==> config.mk <==
export PLATFORM = sky130hd
export DESIGN_NAME = teq_cell
export DESIGN_NICKNAME = d
export VERILOG_FILES = /design/src/design/teq_pkg.sv /design/src/design/teq_cell.sv
export SDC_FILE = /design/constraint.sdc
export NUM_CORES = 1
export LEC_CHECK = 0
export BUFFER_PORTS_ARGS = -buffer_cell sky130_fd_sc_hd__buf_2
export CORE_UTILIZATION = 25
export CTS_CLUSTER_SIZE = 28
export DETAILED_ROUTE_END_ITERATION = 16
export PLACE_DENSITY = 0.54
export SYNTH_ARGS = -nofsm -noshare
export SYNTH_HDL_FRONTEND = slang
export SYNTH_SLANG_ARGS = --single-unit
==> constraint.sdc <==
create_clock -name clk_i -period 10.6 [get_ports clk_i]
set_input_delay 2.12 -clock clk_i [delete_from_list [all_inputs] [get_ports clk_i]]
set_output_delay 2.12 -clock clk_i [all_outputs]
set_load 0.05 [all_outputs]
==> src/design/teq_pkg.sv <==
// ----------------------------------------------------------------------------
// Timer event queue package
// Shared widths, command and result codes, channel payload types and the
// control word broadcast to the sorted cell row.
// ----------------------------------------------------------------------------
`default_nettype none

package teq_pkg;

  // Default number of cells in the row.
  localparam int unsigned CapacityDefault = 32;

  // Fixed field widths of the channels.
  localparam int unsigned CmdW   = 2;
  localparam int unsigned KindW  = 2;
  localparam int unsigned IdW    = 32;
  localparam int unsigned TimeW  = 48;
  localparam int unsigned CountW = 6;

  // Command codes on the input channel.
  localparam logic [CmdW-1:0] CMD_SCHEDULE = 2'd0;
  localparam logic [CmdW-1:0] CMD_CANCEL   = 2'd1;
  localparam logic [CmdW-1:0] CMD_ADVANCE  = 2'd2;

  // Result kinds on the output channel.
  localparam logic [KindW-1:0] KIND_SCHED_ACK  = 2'd0;
  localparam logic [KindW-1:0] KIND_CANCEL_ACK = 2'd1;
  localparam logic [KindW-1:0] KIND_FIRED      = 2'd2;
  localparam logic [KindW-1:0] KIND_DONE       = 2'd3;

  typedef struct packed {
    logic [CmdW-1:0]  command;
    logic [IdW-1:0]   evt_id;
    logic [TimeW-1:0] time_value;
  } in_item_t;

  typedef struct packed {
    logic [KindW-1:0]  kind;
    logic [IdW-1:0]    fired_id;
    logic [TimeW-1:0]  fired_deadline;
    logic              ok;
    logic [CountW-1:0] fired_count;
    logic [CountW-1:0] pending_count;
    logic [TimeW-1:0]  next_deadline;
    logic              queue_empty;
    logic              last;
  } out_item_t;

  // Operation applied by all cells of the row together.
  typedef enum logic [1:0] {
    CELL_HOLD,
    CELL_INSERT,
    CELL_REMOVE
  } cell_op_e;

  typedef struct packed {
    cell_op_e op;
    logic     dec_en;
  } cell_ctrl_t;

endpackage

`default_nettype wire

==> src/design/teq_cell.sv <==
// ----------------------------------------------------------------------------
// Timer event queue cell
// One slot of the sorted row. It holds an event id, its deadline and its
// rank in scheduling order, and on each cycle keeps its entry, takes the
// entry of its lower neighbour, takes the new entry, or takes the entry of
// its upper neighbour.
// ----------------------------------------------------------------------------
`default_nettype none

module teq_cell #(
  parameter int unsigned RankW = 5
) (
  input  logic                      clk_i,
  input  logic                      rst_ni,
  input  teq_pkg::cell_ctrl_t       ctrl_i,
  input  logic [teq_pkg::IdW-1:0]   new_id_i,
  input  logic [teq_pkg::TimeW-1:0] new_dl_i,
  input  logic [RankW-1:0]          new_rank_i,
  input  logic [RankW-1:0]          del_rank_i,
  input  logic                      hit_i,
  input  logic                      seen_i,
  output logic                      seen_o,
  input  logic                      prev_valid_i,
  input  logic [teq_pkg::IdW-1:0]   prev_id_i,
  input  logic [teq_pkg::TimeW-1:0] prev_dl_i,
  input  logic [RankW-1:0]          prev_rank_i,
  input  logic                      prev_before_i,
  input  logic                      next_valid_i,
  input  logic [teq_pkg::IdW-1:0]   next_id_i,
  input  logic [teq_pkg::TimeW-1:0] next_dl_i,
  input  logic [RankW-1:0]          next_rank_i,
  output logic                      valid_o,
  output logic [teq_pkg::IdW-1:0]   id_o,
  output logic [teq_pkg::TimeW-1:0] dl_o,
  output logic [RankW-1:0]          rank_o,
  output logic                      before_o
);

  logic                      valid_q, valid_d;
  logic [teq_pkg::IdW-1:0]   id_q, id_d;
  logic [teq_pkg::TimeW-1:0] dl_q, dl_d;
  logic [RankW-1:0]          rank_q, rank_d;

  // The held entry orders ahead of the new one: earlier deadline, or the
  // same deadline and scheduled earlier.
  assign before_o = valid_q &&
                    ((dl_q < new_dl_i) || ((dl_q == new_dl_i) && (rank_q < new_rank_i)));

  // The removal point travels up the row; every cell at or above it shifts.
  assign seen_o = seen_i | hit_i;

  // Next entry of this cell.
  always_comb begin
    valid_d = valid_q;
    id_d    = id_q;
    dl_d    = dl_q;
    rank_d  = rank_q;
    unique case (ctrl_i.op)
      teq_pkg::CELL_INSERT: begin
        if (!before_o) begin
          if (prev_before_i) begin
            valid_d = 1'b1;
            id_d    = new_id_i;
            dl_d    = new_dl_i;
            rank_d  = new_rank_i;
          end else begin
            valid_d = prev_valid_i;
            id_d    = prev_id_i;
            dl_d    = prev_dl_i;
            rank_d  = prev_rank_i;
          end
        end
      end
      teq_pkg::CELL_REMOVE: begin
        if (seen_o) begin
          valid_d = next_valid_i;
          id_d    = next_id_i;
          dl_d    = next_dl_i;
          rank_d  = next_rank_i;
        end
        // Ranks above the removed one close the gap in scheduling order.
        if (ctrl_i.dec_en && (rank_d > del_rank_i)) begin
          rank_d = rank_d - RankW'(1);
        end
      end
      default: begin
      end
    endcase
  end

  always_ff @(posedge clk_i or negedge rst_ni) begin
    if (!rst_ni) begin
      valid_q <= 1'b0;
    end else begin
      valid_q <= valid_d;
    end
  end

  always_ff @(posedge clk_i) begin
    id_q   <= id_d;
    dl_q   <= dl_d;
    rank_q <= rank_d;
  end

  assign valid_o = valid_q;
  assign id_o    = id_q;
  assign dl_o    = dl_q;
  assign rank_o  = rank_q;

endmodule

`default_nettype wire

-- After elaboration in Yosys (flattened, before gate mapping)
Cells that the tools add are included.
W data, S select, Z words.
- equality and inequality tests: 5
- multiplexer cells: 18
- bitwise gates (word level): 1
- reductions and logical operators: 7
- add/sub/neg operators: 1
- magnitude comparators: 3
- operators with widths (kind ; number):
    $mux W48 ; 3
    $mux W32 ; 3
    $pmux W48 S2 ; 1
    $pmux W32 S2 ; 1
    $eq A48 B48 Y1 ; 1
    $lt A48 B48 Y1 ; 1
    $mux W5 ; 5
    $pmux W5 S2 ; 1
    $gt A5 B5 Y1 ; 1
    $lt A5 B5 Y1 ; 1
    $sub A5 B1 Y5 const B ; 1
    $ne A2 B2 Y1 const B ; 2
    $logic_and A1 B1 Y1 ; 3
    $mux W1 ; 3
    $reduce_and A3 Y1 ; 1
    $eq A2 B1 Y1 const B ; 1
    $eq A2 B2 Y1 const B ; 1
    $pmux W1 S2 ; 1
    $reduce_and A2 Y1 ; 1
    $reduce_bool A2 Y1 ; 1
    $logic_or A1 B1 Y1 ; 1
    $or A1 B1 Y1 ; 1
- bits of input ports: 270
- register bits: 86
- output and inout port bits: 88
- word-level logic and storage cells: 39

-- Depth between registers and ports, before layout
- depth after elaboration: 7
- mapped depth: 10
- mapped depth without buffers: 10

-- Worst setup path after synthesis
No wires, ideal clock.
- kind: input port to flip-flop
- start: input new_dl_i[14] (netlist name)
- end: register dl_q (netlist bit dl_o[0]), enable pin
- slack: 0.606 ns
- stages on the path: 8
- data arrival time: 9.354 ns
- data required time: 9.960 ns
- library setup time: 0.640 ns
- path buffers: 0
- cell sequence: inv_1 -> ha_1 -> nand4_1 -> nor4_1 -> a21boi_1 -> or3_4 -> a211oi_2 -> o32ai_1
- cells in the longest elaborated chain, start to end: 6
- elaborated cells on any way between the ends: 7
- those cells by class: 1 x order compare; 2 x eq/ne; 4 x reduce/logical
- ends and longest elaborated chain (item ; RTL line ; source):
    from (decl) ; teq_cell.sv:17 ; input logic [teq_pkg::TimeW-1:0] new_dl_i,
    parallel branches: the longest is 2 deep, another holds $lt A48 B48 Y1 ; - ;
    $logic_or A1 B1 Y1 (*) ; teq_cell.sv:47 ; ((dl_q < new_dl_i) || ((dl_q == new_dl_i) && (rank_q < new_rank_i)));
    $logic_and A1 B1 Y1 (*) ; teq_cell.sv:46 ; assign before_o = valid_q &&
    $ne A2 B2 Y1 (no line) (*) ; - ;
    $reduce_and A3 Y1 (no line) (*) ; - ;
    to (signal assigned) ; teq_cell.sv:101 ; dl_q <= dl_d;
    to (decl) ; teq_cell.sv:41 ; logic [teq_pkg::TimeW-1:0] dl_q, dl_d;
Mark *: on every way between the ends.
A chain may end at the register's enable or synchronous reset.

-- Final worst setup path
- start: input new_dl_i[47] (netlist name)
- end: output before_o
- cells in the longest elaborated chain, start to end: 4
- elaborated cells on any way between the ends: 5
- those cells by class: 1 x order compare; 1 x eq/ne; 3 x reduce/logical
- ends and longest elaborated chain (item ; RTL line ; source):
    parallel branches: the longest is 2 deep, another holds $lt A48 B48 Y1 ; - ;
    $logic_or A1 B1 Y1 (*) ; teq_cell.sv:47 ;
    $logic_and A1 B1 Y1 (*) ; teq_cell.sv:46 ;
    to (decl) ; teq_cell.sv:36 ; output logic before_o
Marked as above.

==> impl_metrics.tcl <==
set metrics [dict create \
    cell_type_of_the_slowest_stage_on_the_worst_timing_path "sky130_fd_sc_hd__nor3_1" \
    grt_max_degree 101 \
    ctsRootBufferMaster "sky130_fd_sc_hd__clkbuf_16" \
    cts_tree "yes" \
    totalNegativeSetupSlack_ns 0 \
    final_net_count 1287 \
    worstHoldStart "valid_o" \
    synth_enable_flop_cells 85 \
    postLayoutCoreUtil_pct 35.80 \
    worstPathMaxFanout 4 \
    p_per_area_nw_per_um2 129.5 \
    postSynth.asyncResetShare_pct 1.163 \
    clk_latency_ns 0.35 \
    initial_utilization_pct 25.58 \
    min_delay_path_depth 3 \
    tritoncts.num_buffers 9 \
    global_route_wire_length_before_repair_um 29660 \
    fraction_of_layout_instances_using_a_drive_strength_above_1_pct 40.35 \
    slowest_cell_delay_on_critical_path_ns 0.55 \
    period_needed_ns 6.610 \
    cts.sink_count 86 \
    cp.required_ns 8.48 \
    run_status "completed" \
    die-area_um2 24790 \
    nFillCells 2474 \
    reg2reg_from "dl_o[14]" \
    via_count 5709 \
    leakagePower_nw 4.182 \
    worst_hold_path.endpoint "valid_o" \
    synth_seq_cells 86 \
    ys_warns 0 \
    drc_errors 0 \
    drt_wl_total_um 20260 \
    final_antenna_net_count 0 \
    placement.io_buffers 357 \
    timing_worst_slew_pin_value_ns 1.010 \
    area_growth_pct 39.93 \
    cts_buffer_depth 2 \
    drt_first_pass_iters 6 \
    power.ir.vdd_worst_mv 0.06483 \
    number_of_antenna_violations_at_the_first_check_in_global_routing 3 \
    cts_setup_buffers 0 \
    crit_type "primary input to output pin" \
    timing.critical_path.arrival_ns 4.49 \
    pin_count 358 \
    avgSynthCellArea_um2 9.822 \
    timing.critical_path.to_type "output pin" \
    timing.critical_path.from_type "primary input" \
    coreArea_um2 23610 \
    fp.dieW_um 157.4 \
    die_h_um 157.4 \
    report.final.setup_viol 0 \
    reg2regPathDepth 8 \
    reg2reg_slack_ns 7.28 \
    max_cap_violations 0 \
    synth.lib_cells_used.distinct 54 \
    layout_common_cells "356 x sky130_fd_sc_hd__buf_2, 101 x sky130_fd_sc_hd__a21oi_1, 88 x sky130_fd_sc_hd__nor2_1" \
    replace_congestion 0.8110 \
    post_cts_hold_buffer_count 0 \
    timing.fmax_mhz 151.3 \
    avgRoutedWirePerCell_um 15.78 \
    hold_class "flop to flop" \
    synthFlopType "sky130_fd_sc_hd__edfxtp_1" \
    cpMostUsedCell "sky130_fd_sc_hd__buf_2" \
    clock_tree.htree_level_count 3 \
    synth_sequential_area_ratio_pct 42.67 \
    most_common_cell_after_layout_fill_and_taps_aside "sky130_fd_sc_hd__buf_2" \
    vias_in_the_first_global_route 5565 \
    initialDrtViolationCount 139 \
    path_cells "buf_2 > inv_1 > ha_1 > nand4_1 > nor4_2 > nand3_1 > nor3_1 > or2_1 > buf_2" \
    routed_via_density 4.446 \
    synth_nets 943 \
    clk_transition_reported_paths_ns 0.07 \
    slew-limit-headroom_pct 32.69 \
    final_min_period_over_clock_period_pct 62.36 \
    grt_overflow_total 0 \
    resized_cells_post_cts 0 \
    post-dp-hpwl_um 16360 \
    post_synth_inst_count 615 \
    setup_repair_after_global_routing_missed_its_margin "no" \
    placement_rows 56 \
    clock-skew-final_ns 0.01625 \
    startpoint "new_dl_i[47]" \
    hold_violations 0 \
    slew_viol_final 0 \
    cell_area_after_technology_mapping_um2 6041 \
    r2r-end "id_o[2]" \
    grt_util_all_layers_pct 16.03 \
]
## stage by stage
| stage | instance area (um^2) | hold WS, ns | cells | setup slack (ns) | total power [W] |
|---|---|---|---|---|---|
| final | 8453 | 0.8261 | 1284 | 3.990 | 0.001094 |
| after detailed placement | 8177 | 0.8237 | 1267 | 3.845 | 0.0007988 |
| after CTS | 8451 | 0.8501 | 1283 | 3.837 | 0.001115 |
| after global placement | 8177 | 0.8558 | 1267 | 3.909 | 0.0007962 |
| after global routing | 8453 | 0.9461 | 1284 | 3.713 | 0.001156 |
| after floorplan | 6041 | 1.004 | 615 | 0.6065 | 0.0006760 |
## per-layer routing
| layer | GRT usage, % | share of wire (%) | up-vias |
|---|---|---|---|
| met2 | 29.01 | 50 | 234 |
| met3 | 4.323 | 7.6 | 19 |
| met1 | 18.26 | 41 | 2544 |
| met5 | 0 | 0.12 | - |
| li1 | - | - | 2908 |
| met4 | 4.716 | 1.4 | 4 |
## power by group
part / internal, W / leakage [nW] / switching (W)
Sequential: 0.000417 / 0.812 / 0.0000141
Clock: 0.000161 / 0.127 / 0.000148
Combinational: 0.000120 / 3.24 / 0.000235
## worst max path at each step
stage / end / slack (ns) / cells past startpoint
after floorplan: dl_o[0] / 0.61 / 8
after global placement: before_o / 3.91 / 9
after detailed placement: before_o / 3.84 / 9
after CTS: before_o / 3.84 / 9
after global routing: before_o / 3.71 / 9
final: before_o / 3.99 / 9
## kinds of logic after synthesis
kind of cell / synth area share (%)
and+or+nand+nor: 10.96
muxes: 14.64
buffers and inverters: 5.841
xor gates and xnor gates: 0.2900
DFF: 42.67
adders and majority gates: 12.01
AOI/OAI and AO/OA: 13.59
## critical path: cells and delay by family
family | cells | cell delay (ns)
AND/OR/NAND/NOR | 5 | 1.61
adder cells (fa/ha/maj) | 1 | 0.34
buffers and inverters | 3 | 0.42
## registers in the layout, indices dropped and copies added, names as in the netlist
name     flops
dl_o        48
id_o        32
rank_o       5
valid_o      1
## layout make-up
cell class              instances  area [um^2]  area share (%)
clock buffers                  10        229.0           2.709
inverters                      65        244.0           2.886
repair buffers                361         1819           21.52
well taps                     319        399.1           4.722
diodes                          1        2.502         0.02960
clock inverters                 6        45.04          0.5329
flip-flops and latches         86         2577           30.49
multi-input cells             436         3137           37.11
## Yosys cell counts, types with 4 or more instances
cell type	n	area (um^2)
sky130_fd_sc_hd__a21oi_1	101	505.5
sky130_fd_sc_hd__nand4_1	10	62.56
sky130_fd_sc_hd__nor2b_1	7	43.79
sky130_fd_sc_hd__edfxtp_1	85	2552
sky130_fd_sc_hd__mux2i_1	85	850.8
sky130_fd_sc_hd__ha_1	58	725.7
sky130_fd_sc_hd__inv_1	65	244.0
sky130_fd_sc_hd__nor2_1	88	330.3
sky130_fd_sc_hd__o21ai_0	12	60.06
sky130_fd_sc_hd__nor3_1	4	20.02
sky130_fd_sc_hd__nand3_1	5	25.02
sky130_fd_sc_hd__clkbuf_1	22	82.58
sky130_fd_sc_hd__a211oi_1	4	30.03
sky130_fd_sc_hd__nand2_1	17	63.81
Power figures use the tool's default switching activity.
